===== config.mk =====
export PLATFORM = sky130hd
export DESIGN_NAME = i2c_address_probe_master_core
export DESIGN_NICKNAME = d
export VERILOG_FILES = /design/src/rtl/i2cap_pkg.sv /design/src/rtl/i2cap_seq.sv /design/src/rtl/i2c_address_probe_master_core.sv
export SDC_FILE = /design/constraint.sdc
export NUM_CORES = 1
export LEC_CHECK = 0
export BUFFER_PORTS_ARGS = -buffer_cell sky130_fd_sc_hd__buf_2
export CAP_MARGIN = 5
export CORE_MARGIN = 3
export CORE_UTILIZATION = 48
export DETAILED_ROUTE_END_ITERATION = 16
export GPL_TIMING_DRIVEN = 0
export HOLD_SLACK_MARGIN = 0.08
export PLACE_DENSITY = 0.8
export SLEW_MARGIN = 40
export SYNTH_ARGS = -nofsm -noshare
export SYNTH_HDL_FRONTEND = slang
export SYNTH_SLANG_ARGS = --single-unit

===== constraint.sdc =====
create_clock -name clk -period 4.8 [get_ports clk]
set_clock_uncertainty 0.2 [all_clocks]
set_input_delay 0.24 -clock clk [delete_from_list [all_inputs] [get_ports clk]]
set_output_delay 0.24 -clock clk [all_outputs]
set_load 0.05 [all_outputs]

===== src/rtl/i2cap_pkg.sv =====
// Package for the two-wire address probe master.
// Holds the phase encoding, the per-tick result bundle and shared constants.
// No dependencies.
package i2cap_pkg;

    // Width of the phase_ticks configuration word
    localparam int unsigned CFG_W = 16;

    // Default width of the interval counter
    localparam int unsigned DELAY_WIDTH_DEF = 16;

    // Reset value of phase_ticks
    localparam logic [CFG_W-1:0] PHASE_TICKS_RST = 16'd4;

    // Number of address bits shifted after the first
    localparam logic [2:0] ADDR_BITS_LAST = 3'd7;

    // Bus phases; the remaining codes of the field act as idle
    typedef enum logic [3:0] {
        PH_IDLE     = 4'd0,
        PH_START_A  = 4'd1,
        PH_START_B  = 4'd2,
        PH_BIT_LOW  = 4'd3,
        PH_BIT_HIGH = 4'd4,
        PH_ACK_LOW  = 4'd5,
        PH_ACK_HIGH = 4'd6,
        PH_STOP_A   = 4'd7,
        PH_STOP_B   = 4'd8,
        PH_STOP_C   = 4'd9
    } phase_t;

    // One result word
    typedef struct packed {
        logic scl;
        logic sda;
        logic busy;
        logic done;
        logic ack;
    } tick_res_t;

endpackage


===== src/rtl/i2cap_seq.sv =====
// Phase sequencer of the two-wire address probe master.
// Holds the phase state, the interval counter and phase_ticks; uses i2cap_pkg.
module i2cap_seq #(
    parameter int unsigned DELAY_WIDTH = i2cap_pkg::DELAY_WIDTH_DEF
) (
    input  logic                        clk,
    input  logic                        rst_n,
    input  logic                        step,
    input  logic                        begin_req,
    input  logic [6:0]                  target_address,
    input  logic                        sda_in,
    input  logic                        cfg_we,
    input  logic [i2cap_pkg::CFG_W-1:0] cfg_data,
    output i2cap_pkg::tick_res_t        res
);

    localparam int unsigned CMP_W =
        (DELAY_WIDTH > i2cap_pkg::CFG_W) ? DELAY_WIDTH : i2cap_pkg::CFG_W;

    i2cap_pkg::phase_t          phase_reg,      phase_next;
    logic [2:0]                 bits_left_reg,  bits_left_next;
    logic [7:0]                 shift_reg,      shift_next;
    logic [DELAY_WIDTH-1:0]     wait_reg,       wait_next;
    logic                       ack_reg,        ack_next;
    logic [i2cap_pkg::CFG_W-1:0] phase_ticks_reg;

    i2cap_pkg::phase_t          phase_cur;
    logic [7:0]                 shift_cur;
    logic [2:0]                 bits_cur;
    logic [DELAY_WIDTH-1:0]     wait_cur;
    logic [DELAY_WIDTH-1:0]     wait_inc;
    logic [i2cap_pkg::CFG_W-1:0] ticks;
    logic                       idle_now;
    logic                       interval_end;
    logic                       bitv;

    // Treat unused phase codes as idle
    assign idle_now = (phase_reg == i2cap_pkg::PH_IDLE) ||
                      (phase_reg > i2cap_pkg::PH_STOP_C);

    // A zero interval acts as one tick
    assign ticks = (phase_ticks_reg == '0) ? {{(i2cap_pkg::CFG_W-1){1'b0}}, 1'b1}
                                           : phase_ticks_reg;

    // Load a new probe on a request while idle
    always_comb
    begin
        if (idle_now && begin_req)
        begin
            phase_cur = i2cap_pkg::PH_START_A;
            shift_cur = {target_address, 1'b0};
            bits_cur  = i2cap_pkg::ADDR_BITS_LAST;
            wait_cur  = '0;
        end
        else
        begin
            phase_cur = idle_now ? i2cap_pkg::PH_IDLE : phase_reg;
            shift_cur = shift_reg;
            bits_cur  = bits_left_reg;
            wait_cur  = wait_reg;
        end
    end

    assign bitv     = shift_cur[7];
    assign wait_inc = wait_cur + {{(DELAY_WIDTH-1){1'b0}}, 1'b1};
    assign interval_end = (wait_inc == '0) ||
        (CMP_W'(wait_inc) >= CMP_W'(ticks));

    // Drive the lines and work out the next phase
    always_comb
    begin
        phase_next     = phase_cur;
        shift_next     = shift_cur;
        bits_left_next = bits_cur;
        wait_next      = wait_cur;
        ack_next       = ack_reg;
        res.scl        = 1'b1;
        res.sda        = 1'b1;
        res.busy       = 1'b0;
        res.done       = 1'b0;

        unique case (phase_cur)
            i2cap_pkg::PH_START_B:  begin res.scl = 1'b1; res.sda = 1'b0; end
            i2cap_pkg::PH_BIT_LOW:  begin res.scl = 1'b0; res.sda = bitv; end
            i2cap_pkg::PH_BIT_HIGH: begin res.scl = 1'b1; res.sda = bitv; end
            i2cap_pkg::PH_ACK_LOW:  begin res.scl = 1'b0; res.sda = 1'b1; end
            i2cap_pkg::PH_STOP_A:   begin res.scl = 1'b0; res.sda = 1'b0; end
            i2cap_pkg::PH_STOP_B:   begin res.scl = 1'b1; res.sda = 1'b0; end
            default:                begin res.scl = 1'b1; res.sda = 1'b1; end
        endcase

        if (phase_cur != i2cap_pkg::PH_IDLE)
        begin
            res.busy = 1'b1;
            // Sample the acknowledge on the first tick of SCL high
            if (phase_cur == i2cap_pkg::PH_ACK_HIGH && wait_cur == '0)
            begin
                ack_next = sda_in;
            end
            wait_next = wait_inc;
            if (interval_end)
            begin
                wait_next = '0;
                unique case (phase_cur)
                    i2cap_pkg::PH_START_A: phase_next = i2cap_pkg::PH_START_B;
                    i2cap_pkg::PH_START_B: phase_next = i2cap_pkg::PH_BIT_LOW;
                    i2cap_pkg::PH_BIT_LOW: phase_next = i2cap_pkg::PH_BIT_HIGH;
                    i2cap_pkg::PH_BIT_HIGH:
                    begin
                        shift_next = {shift_cur[6:0], 1'b0};
                        if (bits_cur == 3'd0)
                        begin
                            phase_next = i2cap_pkg::PH_ACK_LOW;
                        end
                        else
                        begin
                            bits_left_next = bits_cur - 3'd1;
                            phase_next     = i2cap_pkg::PH_BIT_LOW;
                        end
                    end
                    i2cap_pkg::PH_ACK_LOW:  phase_next = i2cap_pkg::PH_ACK_HIGH;
                    i2cap_pkg::PH_ACK_HIGH: phase_next = i2cap_pkg::PH_STOP_A;
                    i2cap_pkg::PH_STOP_A:   phase_next = i2cap_pkg::PH_STOP_B;
                    i2cap_pkg::PH_STOP_B:   phase_next = i2cap_pkg::PH_STOP_C;
                    default:
                    begin
                        res.done   = 1'b1;
                        phase_next = i2cap_pkg::PH_IDLE;
                    end
                endcase
            end
        end
        res.ack = ack_next;
    end

    // Advance the state once per accepted tick
    always_ff @(posedge clk or negedge rst_n)
    begin
        if (!rst_n)
        begin
            phase_reg     <= i2cap_pkg::PH_IDLE;
            bits_left_reg <= '0;
            shift_reg     <= '0;
            wait_reg      <= '0;
            ack_reg       <= 1'b1;
        end
        else if (step)
        begin
            phase_reg     <= phase_next;
            bits_left_reg <= bits_left_next;
            shift_reg     <= shift_next;
            wait_reg      <= wait_next;
            ack_reg       <= ack_next;
        end
    end

    // Hold the interval length
    always_ff @(posedge clk or negedge rst_n)
    begin
        if (!rst_n)
        begin
            phase_ticks_reg <= i2cap_pkg::PHASE_TICKS_RST;
        end
        else if (cfg_we)
        begin
            phase_ticks_reg <= cfg_data;
        end
    end

    // A finished probe always returns to idle
    a_done_idle: assert property (@(posedge clk) disable iff (!rst_n)
        step && res.done |=> phase_reg == i2cap_pkg::PH_IDLE)
        else $error("probe did not return to idle after done");

    // Both lines are released whenever no probe runs
    a_idle_lines: assert property (@(posedge clk) disable iff (!rst_n)
        !res.busy |-> res.scl && res.sda)
        else $error("line driven while idle");

    // The interval counter rests at zero while no probe runs
    a_wait_idle: assert property (@(posedge clk) disable iff (!rst_n)
        idle_now |-> wait_reg == '0)
        else $error("interval counter running while idle");

    // The acknowledge latch only moves in the acknowledge high phase
    a_ack_phase: assert property (@(posedge clk) disable iff (!rst_n)
        step && (ack_next != ack_reg) |-> phase_cur == i2cap_pkg::PH_ACK_HIGH)
        else $error("acknowledge latched outside its phase");

endmodule


===== src/rtl/i2c_address_probe_master_core.sv =====
// A result word is registered and appears in the cycle after its input tick is accepted.
// Throughput: one tick per cycle; the output register is refilled in the
// cycle it is taken, so in_ready only drops while a result waits unclaimed.
// Reset (rst_n, asynchronous, active low): sequencer idle, ack latch 1,
// phase_ticks 4, out_valid low, res_reg not reset. The configuration port is always ready.
// Top level of the two-wire address probe master; uses i2cap_pkg, i2cap_seq.
module i2c_address_probe_master_core #(
    parameter int unsigned DELAY_WIDTH = i2cap_pkg::DELAY_WIDTH_DEF
) (
    input  logic                        clk,
    input  logic                        rst_n,
    input  logic                        in_valid,
    output logic                        in_ready,
    input  logic                        begin_req,
    input  logic [6:0]                  target_address,
    input  logic                        sda_in,
    output logic                        out_valid,
    input  logic                        out_ready,
    output logic                        scl_out,
    output logic                        sda_out,
    output logic                        busy_res,
    output logic                        done_res,
    output logic                        ack_level,
    input  logic                        cfg_valid,
    output logic                        cfg_ready,
    input  logic [i2cap_pkg::CFG_W-1:0] phase_ticks
);

    logic                 out_valid_reg;
    i2cap_pkg::tick_res_t res_reg;
    i2cap_pkg::tick_res_t res_comb;
    logic                 step;

    // Take a new word whenever the output register is free or being drained
    assign in_ready  = !out_valid_reg || out_ready;
    assign step      = in_valid && in_ready;
    assign cfg_ready = 1'b1;

    i2cap_seq #(
        .DELAY_WIDTH (DELAY_WIDTH)
    ) u_seq (
        .clk            (clk),
        .rst_n          (rst_n),
        .step           (step),
        .begin_req      (begin_req),
        .target_address (target_address),
        .sda_in         (sda_in),
        .cfg_we         (cfg_valid),
        .cfg_data       (phase_ticks),
        .res            (res_comb)
    );

    // Hold the result word until taken
    always_ff @(posedge clk or negedge rst_n)
    begin
        if (!rst_n)
        begin
            out_valid_reg <= 1'b0;
        end
        else if (in_ready)
        begin
            out_valid_reg <= in_valid;
        end
    end

    always_ff @(posedge clk)
    begin
        if (step)
        begin
            res_reg <= res_comb;
        end
    end

    assign out_valid = out_valid_reg;
    assign scl_out   = res_reg.scl;
    assign sda_out   = res_reg.sda;
    assign busy_res  = res_reg.busy;
    assign done_res  = res_reg.done;
    assign ack_level = res_reg.ack;

    // A waiting result never blocks past the cycle it is taken
    a_ready_free: assert property (@(posedge clk) disable iff (!rst_n)
        !out_valid_reg || out_ready |-> in_ready)
        else $error("input stalled with free output register");

    // An accepted word is always shown in the next cycle
    a_step_shown: assert property (@(posedge clk) disable iff (!rst_n)
        step |=> out_valid_reg)
        else $error("accepted word not presented");

    // A done word always reports busy too
    a_done_busy: assert property (@(posedge clk) disable iff (!rst_n)
        out_valid_reg && res_reg.done |-> res_reg.busy)
        else $error("done without busy");

endmodule

==> flow_summary.json <==
{
  "grt_max_degree": 50,
  "muxShareOfSynthArea": 0.02230,
  "regToRegSetupSlack_ps": 230,
  "grt_usage": 0.2334,
  "synth_top_area_frac": 0.3327,
  "die-area_sq_mm": 0.008429,
  "h-tree-depth": 2,
  "final_layout_size_suffix_gt1_frac": 0.2025,
  "setup_viol": 0,
  "coreArea_sq_mm": 0.006982,
  "yosysSeqAreaShare": 0.3901,
  "multi_input_area_sq_mm": 0.001993,
  "synthAdderAreaFrac": 0.07080,
  "max_clock_freq_mhz": 218.7,
  "crit_chain": "o21a_4 -> o21ai_4 -> and2_1 -> ha_1 -> buf_6 -> nand4_1 -> buf_4 -> nor4_4 -> xnor2_2 -> nor2_1 -> ha_1 -> a21o_1 -> a221oi_4 -> nand3_1 -> and3_4 -> or2_1 -> buf_4 -> buf_6 -> mux2i_1 -> o22ai_1",
  "power_frac_comb": 0.428,
  "layout_commonest_cell": "nand2_1",
  "worstPathArrival_ps": 4570,
  "hold_path.class": "in2reg",
  "layout.nets": 523,
  "post-route-drc-count": 0,
  "powerDensity_mw_per_mm2": 388.3,
  "dpl_cell_area_sq_mm": 0.003844,
  "tritoncts": "built",
  "syn_avg_cell_area_sq_um": 8.749,
  "insertion_delay_ps": 320,
  "synth_top_family_by_area": "simple AND/OR/NAND/NOR gates",
  "route.vias.total": 3301,
  "root_buffer": "clkbuf_8",
  "dp_slack_ps": -929.3,
  "path_clk_slew_ps": 110,
  "core.rowCount": 30,
  "p_switching_w": 0.0006565,
  "synthTopCellsByArea": "dfrtp_1 33%, ha_1 7.1%, nand2_1 5.7%",
  "slowest_stage": "dfrtp_2",
  "drtIter0Drc": 219,
  "initial_core_util": 0.5063,
  "cpPeakStageDelay_ps": 510,
  "dp_hpwl_um": 6475,
  "finalCritPeriodShare": 0.9528,
  "sequentialPowerShare": 0.379,
  "ys_warn_count": 0,
  "grt_pass1_wl_um": 15860,
  "outcome": "completed",
  "drv_cap": 0,
  "p_sw_frac": 0.3911,
  "place_congestion": 0.8976,
  "drt-pass1-iter-count": 5,
  "clkPwrFrac": 0.193,
  "maxSlewViolCount": 0,
  "synth-xor-area-share": 0.02726,
  "fill_cells": 602,
  "power_leakage_nw": 1.934,
  "cts_made_buffers": 5,
  "areaGrowthSynthToFinish_pct": 22.30,
  "grt_pass1_vias": 3300,
  "postSynth.asyncResetShare": 0.9074,
  "worst_slack_ps": 226.7,
  "critical_path.max_fanout": 10,
  "seq_area_sq_mm": 0.001380,
  "worstSetupEndpointType": "register",
  "clock-sinks": 54,
  "final_cell_mix": "54 x nand2_1, 46 x dfrtp_1, 39 x buf_2",
  "routed_via_density": 5.791,
  "design_power_total_w": 0.001679,
  "ios": 38,
  "grt-ovfl-total": 0,
  "synth_area_leader_cell": "dfrtp_1",
  "totalWireLength_um": 9377,
  "chipHeight_um": 91.81,
  "ant_nets": 0,
  "synth_fp_nets": 454,
  "cp.required_ps": 4800,
  "synth_cells": 404,
  "synth_edf_count": 5,
  "relSlewSlack": 0.4883,
  "intPower_w": 0.001022,
  "die_w_um": 91.81,
  "clockBufferDepth": 2,
  "ys.flop_type": "dfrtp_1",
  "critPathLaunchType": "register",
  "netlist_area_sq_mm": 0.003535,
  "min_period_ps": 4573,
  "tightest_slew_ps": 767.6,
  "antenna_found_initial": 0,
  "finalHoldViolCount": 0,
  "antenna_cells": 0,
  "crit_type": "reg2reg",
  "vdd_ir_drop_max_v": 0.0002257,
  "holdWs_ps": 93.94,
  "synth_compound_area_frac": 0.2035,
  "synth-simple-area-share": 0.2135,
  "fin_area_sq_mm": 0.004323,
  "ys_seq_elements": 54,
  "ys_types": 63,
  "port_buffers": 35,
  "post_drt_wl_per_cell_um": 16.45
}
## routing by layer
metal,vias to the layer above,share of wire,global-route usage
met2,99,0.51,0.4084
li1,1581,-,-
met5,-,0,0
met1,1610,0.43,0.3033
met3,11,0.050,0.03199
met4,0,0.011,0.06188
## cell type report
class | instances | share of cell area
multi-input combinational | 293 | 0.4611
sequential | 54 | 0.3192
timing repair buffer | 66 | 0.1071
buffer | 25 | 0.03357
tap | 96 | 0.02779
inverter | 28 | 0.02431
clock buffer | 7 | 0.01997
clock inverter | 1 | 0.006946
## cell families after synthesis
family | Yosys count
adders and majority gates | 20
DFF | 54
and+or+nand+nor | 149
xor gates and xnor gates | 11
other | 1
buffers and inverters | 57
AOI/OAI and AO/OA | 105
muxes | 7
## path summary, 6_finish.rpt
path	from	to	depth (start not counted)
setup / recovery	u_seq.phase_reg[2]	u_seq.phase_reg[0]	20
hold / removal	target_address[5]	u_seq.shift_reg[6]	3
setup reg to reg	u_seq.phase_reg[2]	u_seq.phase_reg[0]	20
hold reg to reg	u_seq.ack_reg	u_seq.ack_reg	2
max in group asynchronous	rst_n	u_seq.phase_reg[2]	2
min in group asynchronous	rst_n	u_seq.bits_left_reg[1]	2
## power groups by stage
stage / Combinational (W) / Sequential [W] / Clock (W)
after floorplan: 0.000498 / 0.000630 / 0
after global placement: 0.000634 / 0.000633 / 0
after detailed placement: 0.000667 / 0.000641 / 0
after CTS: 0.000695 / 0.000632 / 0.000327
after global routing: 0.000813 / 0.000647 / 0.000344
final: 0.000718 / 0.000636 / 0.000325
## timing repair
item	CTS	global route
pin swaps	10	11
hold buffers	21	0
setup endpoints to repair	32	30
buffers inserted	7	3
resized for setup	14	7
endpoints found under the hold margin	67	0
## per-stage QoR
step	util	setup TNS, ps	std cells
after detailed placement	0.5505	-20210	535
after CTS	0.6111	0	569
after global placement	0.5502	-14550	535
after global routing	0.6192	-8.922	570
final	0.6192	0	570
after floorplan	-	0	404
## critical path: cells and delay by family, from the launching register on
family / cells / cell delay, ps
and+or+nand+nor: 7 / 1150
AOI/OAI and AO/OA: 5 / 1120
buffers and inverters: 4 / 610
adders and majority gates: 2 / 520
DFF: 1 / 510
xor gates and xnor gates: 1 / 170
muxes: 1 / 170
## synth_stat cells (9+ instances only)
cell      count
nand2_1      54
nor4_1       12
a21oi_1      11
inv_1        28
clkbuf_1     15
o21ai_0      31
nor2_1       32
ha_1         20
xnor2_1      10
dfrtp_1      47
o22ai_1       9
(Power assumes the default switching activity.)
